`config.mk`:
```
export PLATFORM = sky130hd
export DESIGN_NAME = decimal_record_formatter
export DESIGN_NICKNAME = d
export VERILOG_FILES = /design/src/rtl/dfmt_pkg.sv /design/src/rtl/dfmt_div10.sv /design/src/rtl/decimal_record_formatter.sv
export SDC_FILE = /design/constraint.sdc
export NUM_CORES = 1
export LEC_CHECK = 0
export ABC_AREA = 0
export BUFFER_PORTS_ARGS = -buffer_cell sky130_fd_sc_hd__buf_2
export CAP_MARGIN = 20
export CORE_ASPECT_RATIO = 0.9
export CORE_UTILIZATION = 50
export CTS_CLUSTER_DIAMETER = 80
export DETAILED_ROUTE_END_ITERATION = 8
export MAX_ROUTING_LAYER = met4
export PLACE_DENSITY = 0.66
export SLEW_MARGIN = 20
export SYNTH_ARGS = -nofsm -noshare
export SYNTH_HDL_FRONTEND = slang
export SYNTH_SLANG_ARGS = --single-unit
export TNS_END_PERCENT = 100
```
`constraint.sdc`:
```
create_clock -name clk -period 18.4 [get_ports clk]
set_input_delay 0.92 -clock clk [delete_from_list [all_inputs] [get_ports clk]]
set_output_delay 0.92 -clock clk [all_outputs]
set_load 0.02 [all_outputs]
```
`src/rtl/dfmt_pkg.sv`:
```
// Package for the decimal record formatter: transaction payload types, character
// codes, the control word layout and the microcode program of the sequencer.
// Depends on nothing; every other file of the block imports it.
package dfmt_pkg;

  // Input transaction: one measurement record.
  typedef struct packed {
    logic [7:0]  angle;
    logic [31:0] distance;
  } in_t;

  // Output transaction: one ASCII character of the record.
  typedef struct packed {
    logic [7:0] character;
    logic       last;
  } out_t;

  // Character codes.
  localparam logic [7:0] CHAR_ZERO  = 8'h30;
  localparam logic [7:0] CHAR_COMMA = 8'h2C;
  localparam logic [7:0] CHAR_CR    = 8'h0D;
  localparam logic [7:0] CHAR_LF    = 8'h0A;

  // Digit stack: a 32-bit value has at most ten decimal digits.
  localparam int MAX_DIGITS = 10;
  localparam int CNT_W      = 4;

  // Divide by ten through the reciprocal 0xCCCCCCCD scaled by 2**35.
  localparam logic [31:0] RECIP_10 = 32'hCCCC_CCCD;
  localparam int          RECIP_SH = 35;
  localparam int          QUOT_W   = 64 - RECIP_SH;

  // Program counter width and step addresses.
  localparam int STEP_W = 4;
  localparam logic [STEP_W-1:0] ST_WAIT   = 4'd0;
  localparam logic [STEP_W-1:0] ST_A_MUL  = 4'd1;
  localparam logic [STEP_W-1:0] ST_A_PUSH = 4'd2;
  localparam logic [STEP_W-1:0] ST_A_POP  = 4'd3;
  localparam logic [STEP_W-1:0] ST_COMMA  = 4'd4;
  localparam logic [STEP_W-1:0] ST_D_MUL  = 4'd5;
  localparam logic [STEP_W-1:0] ST_D_PUSH = 4'd6;
  localparam logic [STEP_W-1:0] ST_D_POP  = 4'd7;
  localparam logic [STEP_W-1:0] ST_CR     = 4'd8;
  localparam logic [STEP_W-1:0] ST_LF     = 4'd9;

  // Source of a load into the working value register.
  typedef enum logic [1:0] {
    LD_NONE,
    LD_ANGLE,
    LD_DIST
  } load_sel_t;

  // Branch condition of a step.
  typedef enum logic [2:0] {
    COND_NEXT,     // fall through to the following step
    COND_WAIT,     // stay at the target until a transaction starts
    COND_QUOT_NZ,  // jump to the target while the quotient is non-zero
    COND_MORE,     // jump to the target while digits remain after this pop
    COND_JUMP      // jump to the target unconditionally
  } cond_t;

  // One control word.
  typedef struct packed {
    load_sel_t         load;
    logic              mul;
    logic              push;
    logic              pop;
    logic              emit;
    logic [7:0]        chr;
    logic              last;
    cond_t             cond;
    logic [STEP_W-1:0] target;
  } ctrl_t;

  // The microcode ROM.
  function automatic ctrl_t ucode(input logic [STEP_W-1:0] step);
    ctrl_t c;
    c = '{load: LD_NONE, mul: 1'b0, push: 1'b0, pop: 1'b0, emit: 1'b0,
          chr: 8'h00, last: 1'b0, cond: COND_JUMP, target: ST_WAIT};
    unique case (step)
      ST_WAIT: begin
        c.load   = LD_ANGLE;
        c.cond   = COND_WAIT;
        c.target = ST_WAIT;
      end
      ST_A_MUL: begin
        c.mul  = 1'b1;
        c.cond = COND_NEXT;
      end
      ST_A_PUSH: begin
        c.push   = 1'b1;
        c.cond   = COND_QUOT_NZ;
        c.target = ST_A_MUL;
      end
      ST_A_POP: begin
        c.pop    = 1'b1;
        c.emit   = 1'b1;
        c.cond   = COND_MORE;
        c.target = ST_A_POP;
      end
      ST_COMMA: begin
        c.emit = 1'b1;
        c.chr  = CHAR_COMMA;
        c.load = LD_DIST;
        c.cond = COND_NEXT;
      end
      ST_D_MUL: begin
        c.mul  = 1'b1;
        c.cond = COND_NEXT;
      end
      ST_D_PUSH: begin
        c.push   = 1'b1;
        c.cond   = COND_QUOT_NZ;
        c.target = ST_D_MUL;
      end
      ST_D_POP: begin
        c.pop    = 1'b1;
        c.emit   = 1'b1;
        c.cond   = COND_MORE;
        c.target = ST_D_POP;
      end
      ST_CR: begin
        c.emit = 1'b1;
        c.chr  = CHAR_CR;
        c.cond = COND_NEXT;
      end
      ST_LF: begin
        c.emit   = 1'b1;
        c.chr    = CHAR_LF;
        c.last   = 1'b1;
        c.cond   = COND_JUMP;
        c.target = ST_WAIT;
      end
      default: begin
        c.cond   = COND_JUMP;
        c.target = ST_WAIT;
      end
    endcase
    return c;
  endfunction

endpackage

```
`src/rtl/dfmt_div10.sv`:
```
// Divide-by-ten quotient unit: one reciprocal multiplication per enabled cycle,
// with the quotient registered. Depends on dfmt_pkg.
module dfmt_div10 (
  input  logic                       clk,
  input  logic                       en,
  input  logic [31:0]                value,
  output logic [dfmt_pkg::QUOT_W-1:0] quot
);
  import dfmt_pkg::*;

  logic [63:0]        product;
  logic [QUOT_W-1:0]  quot_r;

  // Floor of value / 10, exact for every 32-bit value.
  assign product = 64'(value) * 64'(RECIP_10);

  always_ff @(posedge clk) begin
    if (en) begin
      quot_r <= product[63:RECIP_SH];
    end
  end

  assign quot = quot_r;

endmodule

```
`src/rtl/decimal_record_formatter.sv`:
```
// Decimal record formatter: prints angle, comma, distance, CR and LF, one character per strobe.
// The angle digits are formed by multiply and push steps and then popped most significant first,
// followed by the comma, the distance digits in the same way, CR and LF; start is ignored while busy.
// Each digit takes a multiply step and a push step of the divide-by-ten unit; each digit is sent by a pop.
// The receiver cannot stall; busy is low again in the cycle that carries the closing line feed.
// Synchronous active-low reset returns the sequencer to its wait step with no output pending.
module decimal_record_formatter #(
  parameter int ANGLE_BITS    = 8,
  parameter int DISTANCE_BITS = 32
) (
  input  logic            clk,
  input  logic            rst_n,
  input  logic            start,
  output logic            busy,
  input  dfmt_pkg::in_t   in_data,
  output logic            out_valid,
  output dfmt_pkg::out_t  out_data
);
  import dfmt_pkg::*;

  localparam logic [7:0]  ANGLE_MASK = 8'((64'd1 << ANGLE_BITS) - 64'd1);
  localparam logic [31:0] DIST_MASK  = 32'((64'd1 << DISTANCE_BITS) - 64'd1);

  logic [STEP_W-1:0]             step_r, step_nxt;
  ctrl_t                         ctrl;
  logic [31:0]                   val_r, val_nxt;
  logic [31:0]                   dist_r;
  logic [QUOT_W-1:0]             quot;
  logic [31:0]                   rem_full;
  logic [3:0]                    digit;
  logic [MAX_DIGITS-1:0][3:0]    stack_r;
  logic [CNT_W-1:0]              cnt_r, cnt_nxt;
  logic                          out_valid_r;
  out_t                          out_data_r;
  logic [7:0]                    chr;
  logic                          accept;

  // Current control word from the program.
  assign ctrl   = ucode(step_r);
  assign busy   = (step_r != ST_WAIT);
  assign accept = start && !busy;

  dfmt_div10 u_div10 (
    .clk   (clk),
    .en    (ctrl.mul),
    .value (val_r),
    .quot  (quot)
  );

  // Remainder of the value against ten times its quotient gives the next digit.
  assign rem_full = val_r - {quot, 3'b000} - {2'b00, quot, 1'b0};
  assign digit    = rem_full[3:0];

  // Sequencer: step counter with conditional jumps.
  always_comb begin
    step_nxt = step_r + 1'b1;
    unique case (ctrl.cond)
      COND_NEXT:    step_nxt = step_r + 1'b1;
      COND_WAIT:    step_nxt = start ? step_r + 1'b1 : ctrl.target;
      COND_QUOT_NZ: step_nxt = (quot != '0) ? ctrl.target : step_r + 1'b1;
      COND_MORE:    step_nxt = (cnt_r != CNT_W'(1)) ? ctrl.target : step_r + 1'b1;
      COND_JUMP:    step_nxt = ctrl.target;
      default:      step_nxt = ST_WAIT;
    endcase
  end

  // Working value: loaded from a field or replaced by the quotient after a push.
  always_comb begin
    val_nxt = val_r;
    if (ctrl.push) begin
      val_nxt = 32'(quot);
    end else begin
      unique case (ctrl.load)
        LD_ANGLE: if (accept) val_nxt = {24'd0, in_data.angle & ANGLE_MASK};
        LD_DIST:  val_nxt = dist_r;
        LD_NONE:  val_nxt = val_r;
        default:  val_nxt = val_r;
      endcase
    end
  end

  // Digit count follows pushes and pops.
  always_comb begin
    cnt_nxt = cnt_r;
    if (ctrl.push) begin
      cnt_nxt = cnt_r + 1'b1;
    end else if (ctrl.pop) begin
      cnt_nxt = cnt_r - 1'b1;
    end
  end

  // Emitted character: a popped digit or the constant of the step.
  assign chr = ctrl.pop ? (CHAR_ZERO + {4'd0, stack_r[0]}) : ctrl.chr;

  // Control registers.
  always_ff @(posedge clk) begin
    if (!rst_n) begin
      step_r      <= ST_WAIT;
      cnt_r       <= '0;
      out_valid_r <= 1'b0;
    end else begin
      step_r      <= step_nxt;
      cnt_r       <= cnt_nxt;
      out_valid_r <= ctrl.emit;
    end
  end

  // Payload registers: value, distance hold, digit stack and output character.
  always_ff @(posedge clk) begin
    val_r <= val_nxt;
    if (accept) begin
      dist_r <= in_data.distance & DIST_MASK;
    end
    if (ctrl.push) begin
      stack_r <= {stack_r[MAX_DIGITS-2:0], digit};
    end else if (ctrl.pop) begin
      stack_r <= {4'd0, stack_r[MAX_DIGITS-1:1]};
    end
    out_data_r.character <= chr;
    out_data_r.last      <= ctrl.last;
  end

  assign out_valid = out_valid_r;
  assign out_data  = out_data_r;

endmodule
```
==> results of run 1 <==
## worst paths after layout
| check | startpoint | to | slack, ns |
|---|---|---|---|
| max | val_r[9] | u_div10.quot[21] | 10.30 |
| min | stack_r[1] | out_data[2] | 0.52 |
| max reg2reg | val_r[9] | u_div10.quot[21] | 10.30 |
| min reg2reg | stack_r[1] | out_data[2] | 0.52 |
## state kept, by name, summed over array words and instances, names as in the netlist
name / flops
step_r: 4
cnt_r: 4
val_r: 32
out_valid: 1
out_data: 7
dist_r: 32
stack_r: 40
u_div10.quot: 29
## cell families after synthesis
group / count (synthesis) / share of synthesized area
XOR/XNOR: 76 / 0.02934
other: 1 / 0.0001653
AO/OA/AOI/OAI: 237 / 0.06669
AND/OR/NAND/NOR: 387 / 0.07694
multiplexers: 4 / 0.001820
adder cells (fa/ha/maj): 744 / 0.5381
buffers and inverters: 590 / 0.09807
flip-flops: 149 / 0.1889
## final cells by class
class | instances | share of cell area
Multi-Input combinational cell | 1450 | 0.6694
Clock inverter | 11 | 0.004707
Inverter | 543 | 0.08426
Clock buffer | 21 | 0.02079
Timing Repair Buffer | 58 | 0.01272
Tap cell | 600 | 0.03104
Sequential cell | 149 | 0.1771
## metrics by stage
step	setup WS, ns	hold slack, ns	instances	cell area (um2)	util
after global routing	10.00	0.5437	2832	24190	0.5438
final	10.30	0.5231	2832	24190	0.5438
after detailed placement	10.38	0.5006	2800	23570	0.5299
after floorplan	11.44	0.4423	2189	22690	-
after CTS	10.36	0.5270	2832	24190	0.5438
after global placement	10.45	0.4876	2800	23570	0.5299
## layout by cell type, fill, tap and decap left out, types with 4 or more instances in the layout
| cell type | count |
|---|---|
| inv_1 | 541 |
| fa_1 | 386 |
| ha_1 | 358 |
| nand2_1 | 218 |
| edfxtp_1 | 130 |
| o21ai_0 | 65 |
| a21oi_1 | 64 |
| buf_2 | 51 |
| nor2_1 | 50 |
| xor2_1 | 44 |
| a21o_1 | 34 |
| xnor2_1 | 32 |
| nand3_1 | 20 |
| clkbuf_16 | 19 |
| dfxtp_1 | 19 |
| and2_1 | 16 |
| nand4_1 | 16 |
| a31oi_1 | 15 |
| nor3_1 | 11 |
| nor4_1 | 10 |
| a211oi_1 | 9 |
| nand2b_1 | 8 |
| nor2b_1 | 7 |
| and3_1 | 7 |
| buf_4 | 7 |
| or3_1 | 6 |
| inv_6 | 6 |
| o21a_1 | 5 |
| o31ai_1 | 4 |
| a311oi_1 | 4 |
| and4_1 | 4 |
| inv_8 | 4 |
## worst min-delay path: cells and delay by family, from the launching register on
kind | cells | cell delay [ns]
DFF | 1 | 0.35
and+or+nand+nor | 2 | 0.13
## metal layers
metal	up-vias	track usage	part of all wire
met2	512	0.4590	0.44
met5	-	-	0
met4	0	0.07167	0.022
li1	6999	-	-
met3	61	0.08396	0.086
met1	7752	0.4254	0.45
==> results.md, run 1 <==
* Register area at 0.004284 mm2
* Crit path kind: register to register
* TritonCTS Buffers at 17
* Initial antenna violation count at 0
* Worst Path Buf+Inv at 4
* WL/cell at 23.08 um
* Clock buffer depth at 2
* Nets at 3006
* Slew headroom at 0.2740
* Hpwl dp at 57160 um
* IO Pins at 54
* DRC violation count after routing at 0
* Worst Max-Slew Pin Slew at 1.083 ns
* Area of the multi-input gates at 0.01619 mm2
* Number of routed nets with antenna violations at 0
* Leading post-synthesis cells by cell area: fa_1 (34%), ha_1 (20%), edfxtp_1 (17%)
* Setup bufs post-CTS at 0
* Outcome: completed
* CTS tree: done
* DRT iter0 DRCs at 1047
* Crit path time final at 8.101 ns
* CP endpoint kind: register
* First-pass GRT wire length at 100500 um
* Kind of cell adding the most delay to the critical path: adder cells
* Core area at 0.04448 mm2
* CTS Root Cell: clkbuf_16
* 1st-pass router iterations at 7
* Routed WL at 65350 um
* Clk sinks at 149
* Combined area of all synthesized cells at 0.02268 mm2
* Die height at 204.1 um
* Area growth syn-to-layout at 6.635%
* Unique masters post-synth at 67
* CP peak stage delay at 0.57 ns
* Setup-failing EPs final at 0
* Die X at 226.5 um
* Cells after Synth at 2188
* Crit start category: register
* Max Cap Viol at 0
* Routability congestion estimate at 1.008
* Initial core utilization at 0.5100
* Hold_buf cts at 0
* Clk_lat worst skew at 0.44 ns
* Post-synth EDFFs at 130
* Post-Syn Area per Cell at 10.37 um2
* Worst Clk Skew at 0.01386 ns
* H-tree Lvls at 4
* Min-delay worst type: register to register
* Fmax at 0.1234 GHz
* FF+latch count, synth at 149
* Total grt overflow at 0
* Slew Limit Fails at 0
* Slowest-stage cell, CP: fa_1
* Largest net degree at the start of global routing at 43
* Count leader, synth: inv_1
* Max FO, Critical Path at 6
* Number of cells on the critical path at 21
* Antenna diodes at 0
* Post-synth top area share at 0.3407
* Share of layout cells above drive strength 1 at 0.04794
* CTS clk-pin slew, worst paths at 0.07 ns
* Cell type with the highest aggregate area in the netlist: fa_1
* CP Data Required Time at 18.63 ns
* Post-CTS sizing at 0
* PortBufs at 51
* Hold Crit Depth at 2
* GRT Total Usage at 0.3104
* Vias at 15320
* Crit-path cells: ha_1 > inv_1 > fa_1 > inv_1 > fa_1 > inv_1 > fa_1 > inv_1 > fa_1 > fa_1 > fa_1 > fa_1 > ha_1 > a21oi_1 > o21ai_0 > a311oi_1 > nor2_1 > o31a_1 > o21ai_0 > nand2_1 > o311ai_0
* Die area at 0.04623 mm2
* Final period utilization at 0.4402
* R2R cell count at 21
* Fin. Hold Viols at 0
* Fill cells at 3913
* Via/cell ratio at 5.411
* Most used DFF post-synth: edfxtp_1
* WP data arrival at 8.33 ns
* FFs w/ async S/R, synth at 0
* Vias in the first global route at 16560
* Warnings, synthesis at 0
* Setup TNS at 0 ns
* Synth top cells by count: inv_1 (542), fa_1 (386), ha_1 (358)
* Sequential share of the synthesized area at 0.1889
* RSZ-0062 raised after global routing: false
* Row count at 73
* Most frequent CP cell: fa_1
Power of run 1 is not shown: default switching activity piles up to over one toggle a cycle in this logic, so the estimate is an artifact.
==> run 2, diff against run 1 <==
--- a/config.mk
+++ b/config.mk
@@ -5,7 +5,7 @@
 export SDC_FILE = /design/constraint.sdc
 export NUM_CORES = 1
 export LEC_CHECK = 0
-export ABC_AREA = 0
+export ABC_AREA = 1
 export BUFFER_PORTS_ARGS = -buffer_cell sky130_fd_sc_hd__buf_2
 export CAP_MARGIN = 20
 export CORE_ASPECT_RATIO = 0.9
==> constraint.sdc (replaced) <==
create_clock -name clk -period 8.1 [get_ports clk]
set_input_delay 0.405 -clock clk [delete_from_list [all_inputs] [get_ports clk]]
set_output_delay 0.405 -clock clk [all_outputs]
set_load 0.02 [all_outputs]
==> run 2 against run 1 <==
Compared with the run above:
- via count grew 22%
- register-to-register slack worse by 9.5 ns
- synthesized cell count rose by 29%
- hold slack worse by 0.40 ns
- global-route usage up 4.6 points
- synthesized area grew 8.8%
- clock skew up 0.0014 ns
- non-clock buffer count rose by 2
- critical path depth rose by 1
==> results.md, run 2 <==
* Hold_buf cts at 0
* WP data arrival at 7.52 ns
* PortBufs at 51
* CTS Root Cell: clkbuf_16
* Initial antenna violation count at 0
* Share of layout cells above drive strength 1 at 0.04651
* Critical Path Start: val_r[0]
* Initial core utilization at 0.5110
* Core area at 0.04831 mm2
* Most frequent CP cell: fa_1
* Hpwl dp at 73880 um
* Total grt overflow at 0
* Crit path kind: register to register
* Unique masters post-synth at 46
* Setup bufs post-CTS at 0
* Nets at 3655
* Clk sinks at 149
* Worst reg2reg path endpoint: u_div10.quot[16]
* Vias at 18650
* Number of routed nets with antenna violations at 0
* Worst reg2reg startpoint: val_r[0]
* Sequential share of the synthesized area at 0.1736
* Slew headroom at 0.2560
* CTS tree: done
* Clk_lat worst skew at 0.46 ns
* Area growth syn-to-layout at 6.625%
* Routed WL at 83370 um
* CP endpoint kind: register
* Routability congestion estimate at 1.020
* Reg with most FFs: stack_r
* Die area at 0.05026 mm2
* Combined area of all synthesized cells at 0.02468 mm2
* Cells after Synth at 2813
* Die height at 212.8 um
* FF+latch count, synth at 149
* Worst Path Buf+Inv at 3
* Fin. Hold Viols at 0
* Post-Syn Area per Cell at 8.775 um2
* Reg2reg setup slack at 0.78 ns
* Leading post-synthesis cells by cell area: fa_1 (31%), ha_1 (18%), edfxtp_1 (16%)
* RSZ-0062 raised after global routing: false
* Antenna diodes at 0
* Worst Max-Slew Pin Slew at 1.112 ns
* First-pass GRT wire length at 124400 um
* Post-synth EDFFs at 130
* Fmax at 0.1367 GHz
* Kind of cell adding the most delay to the critical path: adder cells
* Crit path time final at 7.317 ns
* DRT iter0 DRCs at 1662
* Setup TNS at 0 ns
* Die X at 236.2 um
* Final period utilization at 0.9033
* Warnings, synthesis at 0
* Worst setup path end: u_div10.quot[16]
* Vias in the first global route at 19410
* IO Pins at 54
* CTS clk-pin slew, worst paths at 0.08 ns
* Min-delay worst type: input pin to register
* FFs w/ async S/R, synth at 0
* DRC violation count after routing at 0
* Clock buffer depth at 2
* Max FFs per register at 40
* Biggest regs: stack_r x40, dist_r x32, val_r x32
* Cell type with the highest aggregate area in the netlist: fa_1
* Largest net degree at the start of global routing at 55
* Max FO, Critical Path at 10
* CP peak stage delay at 0.90 ns
* Commonest cells after routing, fill and taps aside: inv_1 (772), nand2_1 (576), fa_1 (386)
* Row count at 76
* WL/cell at 23.79 um
* Crit start category: register
* CP Data Required Time at 8.30 ns
* Count leader, synth: inv_1
* Worst Clk Skew at 0.01524 ns
* Max Cap Viol at 0
* Crit-path cells: ha_1 > xor2_1 > ha_1 > or2_2 > fa_1 > fa_1 > fa_1 > fa_1 > fa_1 > inv_1 > fa_1 > inv_1 > ha_1 > nand2_1 > inv_1 > nand2_1 > nor3_2 > nand2_1 > nor3_1 > nand2_1 > nand4_1 > nand2_1
* Post-synth top area share at 0.3130
* Most used DFF post-synth: edfxtp_1
* Commonest non-fill, non-tap cell in the layout: inv_1
* Slew Limit Fails at 0
* Slowest-stage cell, CP: edfxtp_1
* Setup-failing EPs final at 0
* R2R cell count at 22
* Synth top cells by count: inv_1 (773), nand2_1 (577), fa_1 (386)
* 1st-pass router iterations at 6
* Post-CTS sizing at 0
* TritonCTS Buffers at 17
* Number of cells on the critical path at 22
* Hold Crit Depth at 1
* Outcome: completed
* H-tree Lvls at 4
* Via/cell ratio at 5.322
* GRT Total Usage at 0.3559
-- run 2: worst min-delay path by stage --
stage	startpoint	to	slack, ns
4_1_cts	in_data[12]	dist_r[12]	0.11
5_1_grt	in_data[12]	dist_r[12]	0.11
6_report	in_data[12]	dist_r[12]	0.12
3_5_place_dp	cnt_r[1]	cnt_r[1]	0.50
3_3_place_gp	cnt_r[3]	cnt_r[3]	0.49
2_1_floorplan	dist_r[29]	val_r[29]	0.45
-- run 2: logic make-up (layout without fill, tap and decap cells) --
kind of cell / Yosys count / count (layout) / synth area share
simple gates: 846 / 846 / 0.1421
buf+inv: 803 / 870 / 0.1230
other cells: 1 / 2 / 0.0001519
compound gates: 217 / 217 / 0.04790
xor+xnor: 53 / 53 / 0.01880
fa+ha+maj: 744 / 744 / 0.4945
flops: 149 / 149 / 0.1736
-- run 2: per-stage QoR --
stage               utilization  worst slack, ns  area, um2  cells  hold WS, ns
global route             0.5449           0.5122      26320   3505       0.1079
detailed placement       0.5318           0.8806      25690   3473       0.5047
finish                   0.5449           0.7831      26320   3505       0.1227
CTS                      0.5449           0.8324      26320   3505       0.1083
floorplan                     -            2.161      24690   2814       0.4465
global placement         0.5318           0.8202      25690   3473       0.4942
-- run 2: area by class of cell --
cell class                      count  area, um2
Multi-Input combinational cell   1862      17380
Timing Repair Buffer               60      322.8
Clock buffer                       18      450.4
Inverter                          778       2920
Tap cell                          624      780.7
Sequential cell                   149       4284
Fill cell                        4552      21990
Clock inverter                     14      182.7
-- run 2: per-layer routing --
layer,global-route usage,routed length (um),vias to the layer above
li1,-,-,8640
met1,0.5041,38250,9305
met2,0.5370,37300,644
met3,0.05818,6047,64
met4,0.08128,1765,0
met5,-,0,-
Power of run 2 is left out for the same reason.
==> run 3, diff against run 2 <==
==> constraint.sdc (replaced) <==
create_clock -name clk -period 8.2 [get_ports clk]
set_input_delay 0.41 -clock clk [delete_from_list [all_inputs] [get_ports clk]]
set_output_delay 0.41 -clock clk [all_outputs]
set_load 0.02 [all_outputs]
==> run 3 against run 2 <==
Compared with the run above:
- first-iteration DRC count is 1.4% higher
- register-to-register slack better by 0.19 ns
- final area is 0.23% lower
- global-route usage is 0.94 points lower
- utilization is 0.13 points lower
- setup slack better by 0.19 ns
- wire length is 3.3% lower
- via count is 0.36% higher
- final cell count hardly changed
==> results.md, run 3 (synthesized netlist as in run 2, its figures left out) <==
* CTS Root Cell: clkbuf_16
* Die height at 212.8 um
* Via/cell ratio at 5.344
* Vias in the first global route at 19390
* Commonest cells after routing, fill and taps aside: inv_1 (773), nand2_1 (576), fa_1 (386)
* Core area at 0.04831 mm2
* Area growth syn-to-layout at 6.376%
* Final period utilization at 0.8813
* Hpwl dp at 71500 um
* Nets at 3653
* Crit start category: register
* Number of routed nets with antenna violations at 0
* DRT iter0 DRCs at 1686
* Fmax at 0.1384 GHz
* Area of the multi-input gates at 0.01738 mm2
* PortBufs at 51
* Initial core utilization at 0.5110
* First-pass GRT wire length at 121200 um
* Biggest regs: stack_r x40, dist_r x32, val_r x32
* Crit-path cells: ha_1 > xnor2_1 > o22ai_1 > fa_1 > inv_1 > fa_1 > fa_1 > inv_1 > fa_1 > fa_1 > fa_1 > ha_1 > nand2_1 > o21ai_0 > inv_1 > nand2_1 > inv_1 > nand3_1 > nand2_1 > nand3_1 > nand2_1
* CP Data Required Time at 8.37 ns
* WL/cell at 23.02 um
* Commonest non-fill, non-tap cell in the layout: inv_1
* Vias at 18720
* 1st-pass router iterations at 6
* Cell Count, Final, Fillers Out at 3503
* Slowest-stage cell, CP: edfxtp_1
* Largest net degree at the start of global routing at 88
* Worst setup margin at 0.9734 ns
* Die area at 0.05026 mm2
* Setup bufs post-CTS at 0
* Slew Limit Fails at 0
* Pre-CTS setup slack at 1.103 ns
* Most frequent CP cell: fa_1
* Register area at 0.004284 mm2
* Routed WL at 80660 um
* Worst setup path end: u_div10.quot[6]
* Antenna diodes at 0
* TritonCTS Buffers at 17
* Setup-failing EPs final at 0
* Clk_lat worst skew at 0.46 ns
* CP peak stage delay at 0.64 ns
* Worst reg2reg path endpoint: u_div10.quot[6]
* Max Cap Viol at 0
* Setup TNS at 0 ns
* Worst Max-Slew Pin Slew at 1.044 ns
* Min-delay worst type: input pin to register
* WP data arrival at 7.40 ns
* Max FFs per register at 40
* Crit path kind: register to register
* Critical Path Start: val_r[7]
* CTS tree: done
* Post-CTS sizing at 0
* Placed cell count at 3471
* DRC violation count after routing at 0
* Slew headroom at 0.3013
* Reg2reg setup slack at 0.97 ns
* RSZ-0062 raised after global routing: false
* Worst Clk Skew at 0.02090 ns
* H-tree Lvls at 4
* Fin. Hold Viols at 0
* Initial antenna violation count at 0
* Share of layout cells above drive strength 1 at 0.04550
* Kind of cell adding the most delay to the critical path: adder cells
* Hold_buf cts at 0
* Outcome: completed
* GRT Total Usage at 0.3465
* Die X at 236.2 um
* Worst reg2reg startpoint: val_r[7]
* Total grt overflow at 0
* Max FO, Critical Path at 8
* Clock buffer depth at 2
* Row count at 76
* Fill cells at 4574
* CTS clk-pin slew, worst paths at 0.07 ns
* Worst Path Buf+Inv at 4
* Number of cells on the critical path at 21
* Crit path time final at 7.227 ns
* Routability congestion estimate at 1.035
* CP endpoint kind: register
* Clk sinks at 149
* IO Pins at 54
* R2R cell count at 21
* Reg with most FFs: stack_r
[run 3: changes by cell type in the layout (fill, tap and decap cells not counted)]
| cell | delta |
|---|---|
| clkbuf_8 | +2 |
| clkinv_8 | -5 |
| buf_4 | -2 |
| clkinv_2 | +1 |
| inv_8 | -1 |
| inv_6 | +3 |
| inv_1 | +1 |
| inv_12 | -1 |
[run 3: per-stage QoR]
step                utilization  area [um2]  hold WS [ns]
floorplan                     -       24690        0.4465
global placement         0.5314       25670        0.4909
detailed placement       0.5314       25670        0.5011
CTS                      0.5436       26260        0.1028
global route             0.5436       26260        0.1085
finish                   0.5436       26260        0.1177
[run 3: worst min-delay path by stage]
stage | cells past startpoint | from | slack, ns | to
3_3_place_gp | 2 | cnt_r[1] | 0.49 | cnt_r[1]
6_report | 1 | in_data[25] | 0.12 | dist_r[25]
5_1_grt | 1 | in_data[25] | 0.11 | dist_r[25]
2_1_floorplan | 2 | dist_r[29] | 0.45 | val_r[29]
4_1_cts | 1 | in_data[27] | 0.10 | dist_r[27]
3_5_place_dp | 2 | cnt_r[1] | 0.50 | cnt_r[1]
[run 3: final cells by class]
cell class,instances,share of cell area
multi-input combinational,1862,0.6618
clock buffer,20,0.01820
sequential,149,0.1631
tap,624,0.02973
clock inverter,12,0.004145
inverter,778,0.1112
timing repair buffer,58,0.01172
[run 3: per-layer routing]
| metal | wire length [um] | part of all wire | global-route usage |
|---|---|---|---|
| met5 | 0 | 0 | - |
| met4 | 1544 | 0.019 | 0.07412 |
| met3 | 6763 | 0.084 | 0.06399 |
| met2 | 35390 | 0.44 | 0.5139 |
| met1 | 36960 | 0.46 | 0.4955 |
Power of run 3 is left out for the same reason.
